File: src/rtl/core/led_ring_spinner_tail_core_defines.svh
// Assertion macros used by the spinner datapath
`ifndef LED_RING_SPINNER_TAIL_CORE_DEFINES_SVH
`define LED_RING_SPINNER_TAIL_CORE_DEFINES_SVH

// same-cycle implication, checked on clk, off during rst
`define LRS_ASSERT_NOW(label, ante, cons, msg) \
  label: assert property (@(posedge clk) disable iff (rst) (ante) |-> (cons)) else $error(msg);

// next-cycle implication, checked on clk, off during rst
`define LRS_ASSERT_NEXT(label, ante, cons, msg) \
  label: assert property (@(posedge clk) disable iff (rst) (ante) |=> (cons)) else $error(msg);

`endif

File: src/rtl/core/lrs_pkg.sv
// Types, constants and tables for the LED ring spinner
`default_nettype none
package lrs_pkg;

  localparam int RING_MAX = 8;
  localparam int RING_CAP = (RING_MAX < 8) ? RING_MAX : 8;
  localparam logic [3:0] RING_CAP_N = 4'(RING_CAP);
  localparam logic [2:0] LIT_MAX = 3'd6;

  typedef enum logic [1:0] {
    REG_STEP_INTERVAL = 2'd0,
    REG_TAIL_LENGTH   = 2'd1,
    REG_RING_COUNT    = 2'd2,
    REG_RING_MAP      = 2'd3
  } lrs_reg_t;

  typedef enum logic [2:0] {
    ST_IDLE,
    ST_CHECK,
    ST_BLACK,
    ST_MUL,
    ST_LIT
  } lrs_state_t;

  typedef struct packed {
    logic tick;        // count one tick, latch its color
    logic advance;     // clear count, move head, start frame
    logic emit_black;  // load a black word
    logic mul;         // form channel products for current tail slot
    logic emit_lit;    // load a scaled color word
  } lrs_cmd_t;

  typedef struct packed {
    logic fire;        // count reached the interval
    logic out_free;    // output register can take a word
    logic black_last;  // current black word is the last one
    logic lit_zero;    // no lit pixels in this frame
    logic lit_last;    // current lit word is the last one
  } lrs_status_t;

  function automatic logic [23:0] color_rgb(input logic [3:0] ci);
    logic [23:0] c;
    unique case (ci)
      4'd0:    c = {8'd0,   8'd100, 8'd250};
      4'd1:    c = {8'd168, 8'd161, 8'd154};
      4'd2:    c = {8'd255, 8'd166, 8'd99};
      4'd3:    c = {8'd255, 8'd141, 8'd184};
      4'd4:    c = {8'd137, 8'd125, 8'd255};
      4'd5:    c = {8'd121, 8'd181, 8'd103};
      4'd6:    c = {8'd52,  8'd235, 8'd67};
      4'd7:    c = {8'd255, 8'd163, 8'd117};
      4'd8:    c = {8'd108, 8'd116, 8'd230};
      4'd9:    c = {8'd209, 8'd164, 8'd131};
      4'd10:   c = {8'd171, 8'd179, 8'd93};
      4'd11:   c = {8'd104, 8'd147, 8'd221};
      default: c = 24'd0;  // black, and indices past the table
    endcase
    return c;  // {blue, green, red}
  endfunction

  function automatic logic [7:0] tail_level(input logic [2:0] t);
    logic [7:0] l;
    unique case (t)
      3'd0:    l = 8'd255;
      3'd1:    l = 8'd140;
      3'd2:    l = 8'd60;
      3'd3:    l = 8'd25;
      3'd4:    l = 8'd10;
      3'd5:    l = 8'd4;
      default: l = 8'd0;
    endcase
    return l;
  endfunction

  // h mod n for h <= 8, 1 <= n <= 8: at most eight subtract steps
  function automatic logic [2:0] ring_mod(input logic [3:0] h, input logic [3:0] n);
    logic [3:0] r;
    r = h;
    for (int i = 0; i < 8; i++) begin
      if (r >= n) r = r - n;
    end
    return r[2:0];
  endfunction

  // floor(p / 255) for p <= 255*255
  function automatic logic [7:0] div255(input logic [15:0] p);
    logic [15:0] s;
    s = p + {8'd0, p[15:8]} + 16'd1;
    return s[15:8];
  endfunction

endpackage
`default_nettype wire

File: src/rtl/core/lrs_ctrl.sv
// Frame sequencer for the ring spinner
`default_nettype none
module lrs_ctrl
  import lrs_pkg::*;
(
  input  logic        clk,
  input  logic        rst,
  input  logic        s_tvalid,
  output logic        s_tready,
  input  lrs_status_t stat,
  output lrs_cmd_t    cmd
);

  lrs_state_t state, state_next;

  always_ff @(posedge clk) begin
    if (rst) begin
      state <= ST_IDLE;
    end else begin
      state <= state_next;
    end
  end

  always_comb begin
    state_next = state;
    cmd        = '0;
    s_tready   = 1'b0;
    unique case (state)
      ST_IDLE: begin
        // no word is taken while reset is held
        if (!rst) begin
          s_tready = 1'b1;
          if (s_tvalid) begin
            cmd.tick   = 1'b1;
            state_next = ST_CHECK;
          end
        end
      end
      ST_CHECK: begin
        if (stat.fire) begin
          cmd.advance = 1'b1;
          state_next  = ST_BLACK;
        end else begin
          state_next = ST_IDLE;
        end
      end
      ST_BLACK: begin
        if (stat.out_free) begin
          cmd.emit_black = 1'b1;
          if (stat.black_last) begin
            state_next = stat.lit_zero ? ST_IDLE : ST_MUL;
          end
        end
      end
      ST_MUL: begin
        cmd.mul    = 1'b1;
        state_next = ST_LIT;
      end
      ST_LIT: begin
        if (stat.out_free) begin
          cmd.emit_lit = 1'b1;
          state_next   = stat.lit_last ? ST_IDLE : ST_MUL;
        end
      end
      default: state_next = ST_IDLE;
    endcase
  end

endmodule
`default_nettype wire

File: src/rtl/core/lrs_datapath.sv
// Registers, counters, color scaling and output word for the ring spinner
`default_nettype none
`include "led_ring_spinner_tail_core_defines.svh"
module lrs_datapath
  import lrs_pkg::*;
(
  input  logic        clk,
  input  logic        rst,
  input  logic        cfg_we,
  input  logic [1:0]  cfg_index,
  input  logic [63:0] cfg_data,
  input  logic [3:0]  color,
  input  lrs_cmd_t    cmd,
  output lrs_status_t stat,
  output logic        m_tvalid,
  input  logic        m_tready,
  output logic [31:0] m_tdata,
  output logic        m_tlast
);

  logic [15:0] step_interval;
  logic [3:0]  tail_length;
  logic [3:0]  ring_count;
  logic [63:0] ring_map;

  logic [15:0] elapsed;
  logic [2:0]  head;
  logic [23:0] rgb;
  logic [2:0]  idx;
  logic [2:0]  slot;
  logic [2:0]  pos;
  logic [15:0] prod_r, prod_g, prod_b;

  logic [3:0]  n;
  logic [2:0]  lit;
  logic [3:0]  n_m1;
  logic [7:0]  black_px, lit_px;

  always_ff @(posedge clk) begin
    if (rst) begin
      step_interval <= 16'd68;
      tail_length   <= 4'd3;
      ring_count    <= 4'd6;
      ring_map      <= 64'h0706050403020100;
    end else if (cfg_we) begin
      unique case (lrs_reg_t'(cfg_index))
        REG_STEP_INTERVAL: step_interval <= cfg_data[15:0];
        REG_TAIL_LENGTH:   tail_length   <= cfg_data[3:0];
        REG_RING_COUNT:    ring_count    <= cfg_data[3:0];
        REG_RING_MAP:      ring_map      <= cfg_data;
      endcase
    end
  end

  always_comb begin
    if (ring_count > RING_CAP_N) n = RING_CAP_N;
    else if (ring_count == 4'd0) n = 4'd1;
    else n = ring_count;
  end
  assign n_m1     = n - 4'd1;
  assign lit      = (tail_length > {1'b0, LIT_MAX}) ? LIT_MAX : tail_length[2:0];
  assign black_px = ring_map[{idx, 3'b000} +: 8];
  assign lit_px   = ring_map[{pos, 3'b000} +: 8];

  assign stat.fire       = (elapsed >= step_interval);
  assign stat.out_free   = !m_tvalid || m_tready;
  assign stat.black_last = ({1'b0, idx} == n_m1);
  assign stat.lit_zero   = (lit == 3'd0);
  assign stat.lit_last   = (slot == lit - 3'd1);

  // tick counting and head
  always_ff @(posedge clk) begin
    if (rst) begin
      elapsed <= 16'd0;
      head    <= 3'd0;
    end else if (cmd.tick) begin
      if (elapsed != 16'hFFFF) elapsed <= elapsed + 16'd1;
    end else if (cmd.advance) begin
      elapsed <= 16'd0;
      head    <= ring_mod({1'b0, head} + 4'd1, n);
    end
  end

  // frame walk
  always_ff @(posedge clk) begin
    if (cmd.tick) rgb <= color_rgb(color);
    if (cmd.advance) begin
      idx  <= 3'd0;
      slot <= 3'd0;
    end
    if (cmd.emit_black) begin
      idx <= idx + 3'd1;
      pos <= head;
    end
    if (cmd.mul) begin
      prod_r <= rgb[7:0]   * tail_level(slot);
      prod_g <= rgb[15:8]  * tail_level(slot);
      prod_b <= rgb[23:16] * tail_level(slot);
    end
    if (cmd.emit_lit) begin
      slot <= slot + 3'd1;
      pos  <= (pos == 3'd0) ? n_m1[2:0] : pos - 3'd1;
    end
  end

  // output word register
  always_ff @(posedge clk) begin
    if (rst) begin
      m_tvalid <= 1'b0;
    end else if (cmd.emit_black || cmd.emit_lit) begin
      m_tvalid <= 1'b1;
    end else if (m_tready) begin
      m_tvalid <= 1'b0;
    end
  end

  always_ff @(posedge clk) begin
    if (cmd.emit_black) begin
      m_tdata <= {24'd0, black_px};
      m_tlast <= stat.black_last && stat.lit_zero;
    end else if (cmd.emit_lit) begin
      m_tdata <= {div255(prod_b), div255(prod_g), div255(prod_r), lit_px};
      m_tlast <= stat.lit_last;
    end
  end

  `LRS_ASSERT_NOW(a_emit_slot, (cmd.emit_black || cmd.emit_lit), stat.out_free, "word loaded over a waiting word")
  `LRS_ASSERT_NEXT(a_head_range, cmd.advance, ({1'b0, head} < n), "head outside ring after advance")
  `LRS_ASSERT_NEXT(a_count_clear, cmd.advance, (elapsed == 16'd0), "tick count not cleared on advance")

endmodule
`default_nettype wire

File: src/rtl/core/led_ring_spinner_tail_core.sv
// Top level of the LED ring spinner: sequencer plus datapath
//
//  channel   dir  handshake            payload
//  s_*       in   s_tvalid/s_tready    s_tdata[3:0] color
//  m_*       out  m_tvalid/m_tready    m_tdata pixel,r,g,b; m_tlast frame end
//  cfg_*     in   cfg_we               cfg_index, cfg_data
//
// When no step is due, a tick is counted in ST_IDLE and compared in ST_CHECK.
// A step then emits n black words, one a cycle while the output is free, and
// each lit word as a product state then a load state (shared multiplier slot).
// Output stalls hold the sequencer; the last word may wait in the output
// register while the next tick is taken.
// rst is synchronous; it restores the register defaults, count and head.
`default_nettype none
module led_ring_spinner_tail_core
  import lrs_pkg::*;
(
  input  logic        clk,
  input  logic        rst,
  input  logic        s_tvalid,
  output logic        s_tready,
  input  logic [7:0]  s_tdata,   // [3:0] color, [7:4] zero
  output logic        m_tvalid,
  input  logic        m_tready,
  output logic [31:0] m_tdata,   // [7:0] pixel_index, [15:8] red, [23:16] green, [31:24] blue
  output logic        m_tlast,
  input  logic        cfg_we,
  input  logic [1:0]  cfg_index,
  input  logic [63:0] cfg_data
);

  lrs_cmd_t    cmd;
  lrs_status_t stat;

  lrs_ctrl u_ctrl (
    .clk      (clk),
    .rst      (rst),
    .s_tvalid (s_tvalid),
    .s_tready (s_tready),
    .stat     (stat),
    .cmd      (cmd)
  );

  lrs_datapath u_dp (
    .clk       (clk),
    .rst       (rst),
    .cfg_we    (cfg_we),
    .cfg_index (cfg_index),
    .cfg_data  (cfg_data),
    .color     (s_tdata[3:0]),
    .cmd       (cmd),
    .stat      (stat),
    .m_tvalid  (m_tvalid),
    .m_tready  (m_tready),
    .m_tdata   (m_tdata),
    .m_tlast   (m_tlast)
  );

endmodule
`default_nettype wire
File: config.mk
export PLATFORM = sky130hd
export DESIGN_NAME = led_ring_spinner_tail_core
export DESIGN_NICKNAME = d
export VERILOG_FILES = /design/src/rtl/core/lrs_pkg.sv /design/src/rtl/core/lrs_ctrl.sv /design/src/rtl/core/lrs_datapath.sv /design/src/rtl/core/led_ring_spinner_tail_core.sv
export VERILOG_INCLUDE_DIRS = /design/src /design/src/rtl/core
export SDC_FILE = /design/constraint.sdc
export NUM_CORES = 1
export LEC_CHECK = 0
export ABC_CLOCK_PERIOD_IN_PS = 13200
export BUFFER_PORTS_ARGS = -buffer_cell sky130_fd_sc_hd__buf_2
export CAP_MARGIN = 20
export CORE_UTILIZATION = 35
export DETAILED_ROUTE_END_ITERATION = 10
export PLACE_DENSITY = 0.48
export SLEW_MARGIN = 25
export SYNTH_ARGS = -nofsm -noshare
export SYNTH_HDL_FRONTEND = slang
export SYNTH_SLANG_ARGS = --single-unit
File: constraint.sdc
create_clock -name clk -period 13.2 [get_ports clk]
set_input_delay 0.66 -clock clk [delete_from_list [all_inputs] [get_ports clk]]
set_output_delay 0.66 -clock clk [all_outputs]
set_load 0.005 [all_outputs]
=== Yosys cells after proc, flatten, opt, wreduce, memory -nomap -nowiden ===
Memory sizes are Yosys's and may differ from the RTL's. A register that Yosys moved wholly into a read port is not among the register bits.
Index checks and enable logic that the tools add are counted.

* Multiply operators: 3
* Add/subtract/negate cells: 21
* Shift-type cells: 2
* Magnitude comparators: 11
* Bitwise logic cells: 1
* Reduce and logical (&&, ||, !) cells: 22
* Equal/unequal tests: 20
* Mux-type cells: 68

{| class="wikitable"
|+ Operators by type and width
! operator !! count
|-
| 64-bit by 7-bit indexed part select with 8-bit output || 2
|-
| 4-bit two-way mux || 30
|-
| 16-bit by 1-bit adder with 16-bit output (second input constant) || 4
|-
| 16-bit by 8-bit adder with 16-bit output || 3
|-
| 8-bit by 8-bit multiplier with 16-bit output || 3
|-
| 16-bit two-way mux || 3
|-
| 8-bit one-hot mux with 6 select lines || 1
|-
| 3-bit two-way mux || 12
|-
| 4-bit >= comparator || 8
|-
| 4-bit subtractor || 7
|-
| 8-bit two-way mux || 3
|-
| 16-bit >= comparator || 1
|-
| 16-bit inequality test (second input constant) || 1
|-
| 1-bit two-way mux || 15
|-
| 3-bit one-hot mux with 5 select lines || 1
|-
| 3-bit by 2-bit equality test with 1-bit output (second input constant) || 4
|-
| 3-bit logical NOT || 4
|-
| 2-bit AND reduction || 6
|-
| 2-bit nonzero test || 5
|-
| 3-bit equality test (second input constant) || 3
|-
| 3-bit by 1-bit adder with 3-bit output (second input constant) || 2
|-
| 3-bit by 1-bit equality test with 1-bit output (second input constant) || 2
|-
| 2-bit two-way mux || 3
|-
| 2-bit inequality test (second input constant) || 3
|-
| 18 further kinds || 22
|}

* Memory bits (read-only): 384
* Flip-flop bits (word level): 201
* Output and inout port bits: 35
* Input bits: 79
* Memories kept: 1
* Logic and storage cells: 166

{| class="wikitable"
|+ Memories
! name !! words !! width !! rd ports !! clocked after Yosys merged registers in !! write ports !! RTL line !! text
|-
| (name not given) || 16 || 24 || 1 || 1 || 0 || lrs_pkg.sv:43 || <nowiki>unique case (ci)</nowiki>
|}

=== Depth between registers and ports, before layout ===
Gate-level depths: netlist of the first run.

* Depth in word-level cells: 40
* Gate-level depth with buffers: 59

=== Cells and area by module ===
From an unflattened synthesis of the first run, not the netlist that was laid out.

* Cell total of the unflattened synthesis: 1980
* Area, all modules: 18006.0 um^2

{| class="wikitable"
|+ By module, submodules not included
! module !! cells an instance !! instances !! area each (um^2)
|-
| lrs_datapath || 1946 || 1 || 17727.0
|-
| lrs_ctrl || 34 || 1 || 279.0
|}

=== Worst setup path after synthesis of the first run ===
OpenSTA, ideal clock, no wires.

* Path kind: register to register
* Start point: reg u_dp.ring_count[3]
* End point: reg u_dp.head[0]
* Buffers on the path: 1
* Arrival time: 12.090 ns
* Cell stages (with the launch flop): 55
* Setup time: 0.091 ns
* Slack: 1.019 ns
* Cells stage by stage: dfxtp_1 > inv_1 > nand2_1 > inv_1 > fa_1 > nand2b_1 > o221a_2 > nor2_2 > mux2i_1 > inv_1 > ha_1 > fa_1 > a31oi_1 > nor2_1 > a21boi_0 > inv_1 > fa_1 > a21boi_0 > [19 not listed] > a21boi_0 > o21ai_2 > mux2_2 > ha_1 > fa_1 > a21boi_0 > o21a_1 > nand2_1 > o22a_1 > o31a_1 > ha_1 > inv_1 > fa_1 > a21o_1 > a21o_1 > a21oi_1 > mux2_2 > a311oi_1

* Longest elaborated chain between the ends: 40
* Elaborated cells between the ends (all ways): 49

{| class="wikitable"
|+ Ends and longest elaborated chain
! what !! RTL line !! text
|-
| start, declared || lrs_datapath.sv:23 || <nowiki>logic [3:0] ring_count;</nowiki>
|-
| start signal, assigned || lrs_datapath.sv:49 || <nowiki>REG_RING_COUNT: ring_count <= cfg_data[3:0];</nowiki>
|-
| parallel branches: the longest is 2 deep, another holds 4-bit > comparator || -- ||
|-
| 4-bit two-way mux (*) || lrs_datapath.sv:56 || <nowiki>if (ring_count > RING_CAP_N) n = RING_CAP_N;</nowiki>
|-
| 4-bit subtractor or 4-bit >= comparator (tied branches) || lrs_pkg.sv:80 || <nowiki>if (r >= n) r = r - n;</nowiki>
|-
| 4-bit two-way mux || lrs_pkg.sv:80 ||
|-
| 4-bit two-way mux || lrs_datapath.sv:78 || <nowiki>end else if (cmd.advance) begin</nowiki>
|-
| 4-bit two-way mux || lrs_datapath.sv:76 || <nowiki>end else if (cmd.tick) begin</nowiki>
|-
| 4-bit two-way mux || lrs_datapath.sv:73 || <nowiki>if (rst) begin</nowiki>
|-
| 4-bit subtractor or 4-bit >= comparator (tied branches) || lrs_pkg.sv:80 ||
|-
| [23 not listed] || -- ||
|-
| 4-bit two-way mux || lrs_datapath.sv:73 ||
|-
| 4-bit subtractor or 4-bit >= comparator (tied branches) || lrs_pkg.sv:80 ||
|-
| 4-bit two-way mux || lrs_pkg.sv:80 ||
|-
| 4-bit two-way mux || lrs_datapath.sv:78 ||
|-
| 4-bit two-way mux || lrs_datapath.sv:76 ||
|-
| 4-bit two-way mux || lrs_datapath.sv:73 ||
|-
| 4-bit >= comparator or 3-bit subtractor (tied branches) || lrs_pkg.sv:80 ||
|-
| 3-bit two-way mux (*) || lrs_pkg.sv:80 ||
|-
| end signal, assigned || lrs_datapath.sv:80 || <nowiki>head <= ring_mod({1'b0, head} + 4'd1, n);</nowiki>
|-
| end, declared || lrs_datapath.sv:27 || <nowiki>logic [2:0] head;</nowiki>
|}

Mark *: on every way between the ends. The select of a mux whose other input is x is not followed.
A chain may end at the register's enable or synchronous reset.

=== Final worst setup path of the first run ===
* Start point: reg u_dp.head[0]
* End point: reg u_dp.head[0]

* Longest elaborated chain between the ends: 38
* Elaborated cells between the ends (all ways): 46

{| class="wikitable"
|+ Ends and longest elaborated chain
! what !! RTL line
|-
| 3-bit by 1-bit adder with 4-bit output (*) || lrs_datapath.sv:80
|-
| 4-bit subtractor or 4-bit >= comparator (tied branches) || lrs_pkg.sv:80
|-
| 4-bit two-way mux (*) || lrs_pkg.sv:80
|-
| 4-bit two-way mux (*) || lrs_datapath.sv:78
|-
| 4-bit two-way mux (*) || lrs_datapath.sv:76
|-
| 4-bit two-way mux (*) || lrs_datapath.sv:73
|-
| 4-bit subtractor or 4-bit >= comparator (tied branches) || lrs_pkg.sv:80
|-
| 4-bit two-way mux (*) || lrs_pkg.sv:80
|-
| [22 not listed] || --
|-
| 4-bit two-way mux (*) || lrs_datapath.sv:73
|-
| 4-bit subtractor or 4-bit >= comparator (tied branches) || lrs_pkg.sv:80
|-
| 4-bit two-way mux (*) || lrs_pkg.sv:80
|-
| 4-bit two-way mux (*) || lrs_datapath.sv:78
|-
| 4-bit two-way mux (*) || lrs_datapath.sv:76
|-
| 4-bit two-way mux (*) || lrs_datapath.sv:73
|-
| 4-bit >= comparator or 3-bit subtractor (tied branches) || lrs_pkg.sv:80
|-
| 3-bit two-way mux (*) || lrs_pkg.sv:80
|}

Mark *: on every way between the ends. The rest lies on a longest branch, timed or not. The select of a mux whose other input is x is not followed.

==> flow_summary.json, run 1 <==
{
  "arrival_ps": 12620,
  "clock_tree.root_cell": "clkbuf_16",
  "tightest_slew_ps": 876,
  "highest_layer": "met4",
  "met3_length_um": 1450,
  "slowest_delay_ps": 440,
  "core_area_um2": 50600,
  "final_cell_mix": "nand2_1 (313), inv_1 (205), ha_1 (196), a21oi_1 (140), dfxtp_1 (135)",
  "routedWlPerCell_um": 15.8,
  "drive_gt1_share_pct": 12.4,
  "first_global_vias": 14100,
  "power_density_nw_per_um2": 115,
  "dp_hpwl_um": 33000,
  "fin_worst_skew_ps": 14.3,
  "ys_types": 87,
  "min_period_over_period_pct": 92.0,
  "cap_violations": 0,
  "die_h_um": 229,
  "fin_tns_setup_ps": 0,
  "yosys_register_bits": 225,
  "grt_usage_pct": 16.8,
  "gp_congestion": 0.798,
  "finalWirelength_um": 43700,
  "synth_warnings": 0,
  "switchingPower_uw": 753,
  "initial_core_util_pct": 35.7,
  "crit_fanout": 6,
  "diodes": 0,
  "syn_area_um2": 18100,
  "htreeDepth": 1,
  "postPlaceCellArea_um2": 19400,
  "drv_slew": 0,
  "grt_pass1_wl_um": 72600,
  "crit_slowest_cell": "dfxtp_1",
  "hold_violations": 0,
  "combPwrFrac_pct": 30.3,
  "cts_tree": "built",
  "cp-start-kind": "flop",
  "synth_area_leaders": "dfxtp_1 (15%), edfxtp_1 (15%), ha_1 (14%)",
  "cts_hold_buf": 0,
  "die_w_um": 229,
  "vias": 13700,
  "synth_cells": 1969,
  "cts-buffers-inserted": 29,
  "synth_edf_count": 90,
  "fin_ws_ps": 1060,
  "clk_pin_slew_ps": 60,
  "synthArstFlopShare_pct": 0,
  "final_cell_area_um2": 20500,
  "min_path_type": "in -> reg",
  "cellLeakagePower_uw": 0.00912,
  "synth_top_area_cell": "dfxtp_1",
  "drc": 0,
  "drt-vias-per-instance": 4.97,
  "wl_met2_um": 20700,
  "seq_area_frac_synth_pct": 29.9,
  "fin_crit_ps": 12140,
  "grt_antenna_before_repair": 0,
  "seq_power_share_pct": 35.6,
  "fmax_mhz": 82.4,
  "wl_met1_um": 20700,
  "place_ws_ps": 425,
  "syn-num-nets": 2360,
  "swShare_pct": 32.0,
  "p_int_uw": 1600,
  "setup_viol": 0,
  "synth_top_area_share_pct": 15.0,
  "clkPwrFrac_pct": 34.1,
  "die_area_um2": 52600,
  "ios": 114,
  "nets": 2462,
  "dr.pass1.iters": 5,
  "outcome": "complete, no violations",
  "slew_headroom_pct": 40.4,
  "grt_overflow": 0,
  "ys_dominant_reg_cell": "dfxtp_1",
  "worstSetupPathType": "reg -> reg",
  "ir_drop_uv": 85.4,
  "synthToLayoutAreaGrowth_pct": 13.2,
  "io_buffer_count": 109,
  "clkSinkCount": 225,
  "ant_nets": 0,
  "core.rowCount": 82,
  "layout_commonest_cell": "nand2_1",
  "rsz0062_at_grt": "no",
  "syn_avg_cell_area_um2": 9.18,
  "grt_max_degree": 68,
  "cp.required_ps": 13680,
  "cts_max_path_buffers": 3,
  "crit_path_end_kind": "flop",
  "drtIter0Drc": 609,
  "hold_ws_ps": 304,
  "clk-insertion-delay-late_ps": 580
}
==> power by group through the flow <==
| stage | Clock, uW | Combinational (uW) | Sequential [uW] |
|---|---|---|---|
| floorplan | 0 | 525 | 833 |
| detailed placement | 0 | 713 | 853 |
| CTS | 829 | 719 | 839 |
| global route | 853 | 813 | 845 |
| finish | 802 | 713 | 838 |
| global placement | 0 | 702 | 852 |
==> per-stage QoR <==
step	cells	util, %	total power, uW
5_1_grt	2766	40.4	2510
4_1_cts	2765	40.4	2390
3_5_place_dp	2711	38.4	1570
2_1_floorplan	1969	-	1360
3_3_place_gp	2710	38.4	1550
6_report	2766	40.4	2350
==> worst max-delay path, delay by kind of cell, from the launching register on <==
family	cells	cell delay (ps)
buffers and inverters	5	510
and+or+nand+nor	6	710
muxes	3	1060
adders and majority gates	14	4590
DFF	1	440
AOI/OAI and AO/OA	23	4710
==> path summary, 6_finish.rpt <==
| path | from | slack (ps) | end | cells after the start |
|---|---|---|---|---|
| setup / recovery | u_dp.head[0] | 1060 | u_dp.head[0] | 51 |
| hold / removal | cfg_data[25] | 300 | u_dp.ring_map[25] | 3 |
| setup reg to reg | u_dp.head[0] | 1060 | u_dp.head[0] | 51 |
| hold reg to reg | u_dp.m_tdata[22] | 450 | u_dp.m_tdata[22] | 2 |
==> synthesized netlist by cell type, types with 7 or more instances <==
cell type,n
nand2_1,315
inv_1,207
ha_1,196
a21oi_1,141
dfxtp_1,135
and2_1,119
fa_1,116
edfxtp_1,90
o21ai_0,87
nor2_1,85
clkbuf_1,57
xnor2_1,50
nand3_1,31
xor2_1,28
and3_1,27
nor2b_1,23
o21a_1,20
mux2_2,16
mux2i_1,16
mux4_2,16
nand2b_1,15
nor3_1,15
a21o_1,11
o211ai_1,11
a31oi_1,9
or3_1,9
a21boi_0,7
nand4_1,7
o31a_1,7
==> cell type report <==
| cell class | count | area [um^2] |
|---|---|---|
| multi-input cells | 1469 | 11700 |
| flip-flops and latches | 225 | 5410 |
| repair buffers | 138 | 771 |
| clock inverters | 13 | 135 |
| inverters | 208 | 785 |
| clock buffers | 41 | 852 |
| well taps | 672 | 841 |
| fillers | 5085 | 30100 |
==> metal layers <==
metal | vias to the layer above | GRT usage (%)
met5 | - | 0
met4 | 0 | 3.33
met3 | 51 | 2.32
met2 | 193 | 28.8
met1 | 6648 | 22.5
li1 | 6855 | -
==> flip-flops by register name, summed over array words and instances (netlist names) <==
| register | flops |
|---|---|
| u_dp.pos | 3 |
| u_dp.head | 3 |
| u_dp.m_tvalid | 1 |
| u_dp.prod_g | 16 |
| u_dp.ring_count | 4 |
| u_dp.m_tdata | 32 |
| u_dp.step_interval | 16 |
| u_dp.prod_r | 16 |
| u_dp.tail_length | 4 |
| u_dp.rgb | 24 |
| u_dp.ring_map | 64 |
| u_dp.slot | 3 |
| u_dp.idx | 3 |
| u_dp.prod_b | 16 |
| u_dp.elapsed | 16 |
| u_dp.m_tlast | 1 |
| u_ctrl.state | 3 |
==> cells by family (layout without fill, tap and decap cells) <==
logic type	count (synthesis)	count (layout)	synth area share, %
XOR/XNOR	78	78	3.78
AND/OR/NAND/NOR	676	676	17.9
buffers and inverters	275	400	5.86
AO/OA/AOI/OAI	354	354	12.2
adder cells (fa/ha/maj)	312	312	26.4
multiplexers	49	49	4.00
flip-flops	225	225	29.9
==> what timing repair did <==
| action | CTS | global route |
|---|---|---|
| gates resized for setup | 0 | 5 |
| endpoints found under the setup margin | 0 | 3 |
| setup buffers | 0 | 1 |
| endpoints found under the hold margin | 0 | 0 |
(Power assumes the default switching activity.)
==> run 2: changes to the inputs <==
Settings changed: ABC_AREA from default to 1.
==> flow_summary.json, run 2 <==
{
  "outcome": "complete, no violations",
  "crit_path_end_kind": "flop",
  "synth_edf_count": 90,
  "switchingPower_uw": 1150,
  "drc": 0,
  "synth_area_leaders": "dfxtp_1 (15%), edfxtp_1 (15%), ha_1 (14%)",
  "ios": 114,
  "slowest_delay_ps": 530,
  "cts_max_path_buffers": 3,
  "yosysMostFrequentCell": "nand2_1",
  "hold_ws_ps": 311,
  "seq_power_share_pct": 26.6,
  "die_w_um": 228,
  "final_util_pct": 39.9,
  "clk_pin_slew_ps": 60,
  "tightest_slew_ps": 858,
  "drtIter0Drc": 705,
  "grt_overflow": 0,
  "synth_cells": 2226,
  "crit_fanout": 12,
  "cap_violations": 0,
  "gp_congestion": 0.799,
  "cts_hold_buf": 0,
  "yosys_register_bits": 225,
  "initial_core_util_pct": 35.5,
  "grt_max_degree": 93,
  "routedWlPerCell_um": 14.5,
  "arrival_ps": 12370,
  "cp.required_ps": 13710,
  "p_int_uw": 1790,
  "largest_reg_flops": 64,
  "synth_warnings": 0,
  "synth_top_area_cell": "dfxtp_1",
  "dr.pass1.iters": 4,
  "fin_worst_skew_ps": 12.7,
  "dp_hpwl_um": 33800,
  "swShare_pct": 39.1,
  "cts_tree": "built",
  "clock_tree.root_cell": "clkbuf_16",
  "core_area_um2": 50300,
  "cellLeakagePower_uw": 0.00967,
  "clk-insertion-delay-late_ps": 570,
  "combPwrFrac_pct": 47.5,
  "clkSinkCount": 225,
  "syn_area_um2": 17900,
  "min_path_type": "in -> reg",
  "cts-buffers-inserted": 29,
  "htreeDepth": 1,
  "rsz0062_at_grt": "no",
  "setup_viol": 0,
  "ant_nets": 0,
  "cp-start-kind": "flop",
  "finalWirelength_um": 43800,
  "final_cell_mix": "nand2_1 (372), inv_1 (344), nor2_1 (281), ha_1 (196), a21oi_1 (171)",
  "synthToLayoutAreaGrowth_pct": 12.3,
  "grt_usage_pct": 17.1,
  "synth_top_area_share_pct": 15.1,
  "critPathMostFrequentCell": "nand2_1",
  "core.rowCount": 82,
  "drv_slew": 0,
  "syn_avg_cell_area_um2": 8.02,
  "fin_tns_setup_ps": 0,
  "slew_headroom_pct": 42.3,
  "fin_ws_ps": 1330,
  "ir_drop_uv": 214,
  "vias": 14600,
  "nets": 2713,
  "min_period_over_period_pct": 89.9,
  "ys_types": 50,
  "drt-vias-per-instance": 4.84,
  "fin_crit_ps": 11870,
  "clkPwrFrac_pct": 26.0,
  "worstSetupPathType": "reg -> reg",
  "grt_antenna_before_repair": 0,
  "diodes": 0,
  "grt_pass1_wl_um": 73500,
  "seq_area_frac_synth_pct": 30.3,
  "synthArstFlopShare_pct": 0,
  "io_buffer_count": 109,
  "largest-register": "u_dp.ring_map",
  "top_regs": "u_dp.ring_map x64, u_dp.m_tdata x32, u_dp.rgb x24",
  "post_cts_buffers": 0,
  "crit_slowest_cell": "ha_1",
  "syn-num-nets": 2617,
  "die_h_um": 228,
  "synth_common_cells": "nand2_1 (372), inv_1 (347), nor2_1 (281)",
  "fmax_mhz": 84.3,
  "layout_commonest_cell": "nand2_1",
  "drive_gt1_share_pct": 8.79,
  "post_cts_resized": 0,
  "hold_violations": 0,
  "first_global_vias": 14700,
  "power_density_nw_per_um2": 146,
  "die_area_um2": 51900,
  "place_ws_ps": 1350,
  "ys_dominant_reg_cell": "dfxtp_1"
}
[run 2: cell count changes after synthesis, sizes merged, moves of 24 or more]
cell | before | now
a21oi | 142 | 175
and2 | 119 | 11
and3 | 28 | 1
inv | 208 | 352
nand2 | 316 | 375
nand3 | 31 | 97
nor2 | 87 | 287
nor2b | 24 | 0
o21ai | 94 | 167
xnor2 | 50 | 24
[run 2: worst max-delay path, delay by kind of cell, from the launching register on]
| family | cells | cell delay (ps) |
|---|---|---|
| adders and majority gates | 13 | 3910 |
| buffers and inverters | 10 | 1080 |
| DFF | 1 | 300 |
| AOI/OAI and AO/OA | 9 | 2160 |
| and+or+nand+nor | 35 | 4380 |
[run 2: per-stage QoR]
| step | std cells | instance area (um^2) | power (uW) |
|---|---|---|---|
| 3_5_place_dp | 2963 | 19100 | 2200 |
| 6_report | 3016 | 20000 | 2940 |
| 2_1_floorplan | 2226 | 17900 | 1920 |
| 4_1_cts | 3016 | 20000 | 2970 |
| 5_1_grt | 3016 | 20000 | 3250 |
| 3_3_place_gp | 2962 | 19100 | 2180 |
[run 2: worst paths after layout]
kind	cells past startpoint	slack (ps)	from	endpoint
setup reg to reg	67	1330	u_dp.ring_count[3]	u_dp.head[1]
setup / recovery	67	1330	u_dp.ring_count[3]	u_dp.head[1]
hold reg to reg	2	450	u_dp.ring_map[58]	u_dp.ring_map[58]
hold / removal	3	310	cfg_data[42]	u_dp.ring_map[42]
[run 2: cell type report]
| cell class | instances | area (um^2) |
|---|---|---|
| clock buffer | 43 | 868 |
| clock inverter | 10 | 66.3 |
| fill | 5311 | 30200 |
| inverter | 354 | 1330 |
| multi-input combinational | 1587 | 10900 |
| sequential | 225 | 5410 |
| tap | 672 | 841 |
| timing repair buffer | 125 | 669 |
[run 2: metal layers]
metal	wire [um]	track usage (%)
met1	20600	22.7
met2	20800	29.4
met3	1530	2.24
met4	928	4.13
met5	0	0
[run 2: cells by family (layout without fill, tap and decap cells)]
family	after synthesis	count (layout)	synth area share (%)
xor+xnor	65	65	3.19
flops	225	225	30.3
buf+inv	414	532	8.92
simple gates	812	812	18.8
fa+ha+maj	312	312	26.7
compound gates	398	398	12.1
[run 2: power groups by stage]
| stage | combinational [uW] | sequential [uW] | clock, uW |
|---|---|---|---|
| floorplan | 1130 | 788 | 0 |
| global placement | 1380 | 794 | 0 |
| detailed placement | 1400 | 794 | 0 |
| CTS | 1410 | 780 | 785 |
| global route | 1660 | 782 | 812 |
| finish | 1390 | 780 | 762 |
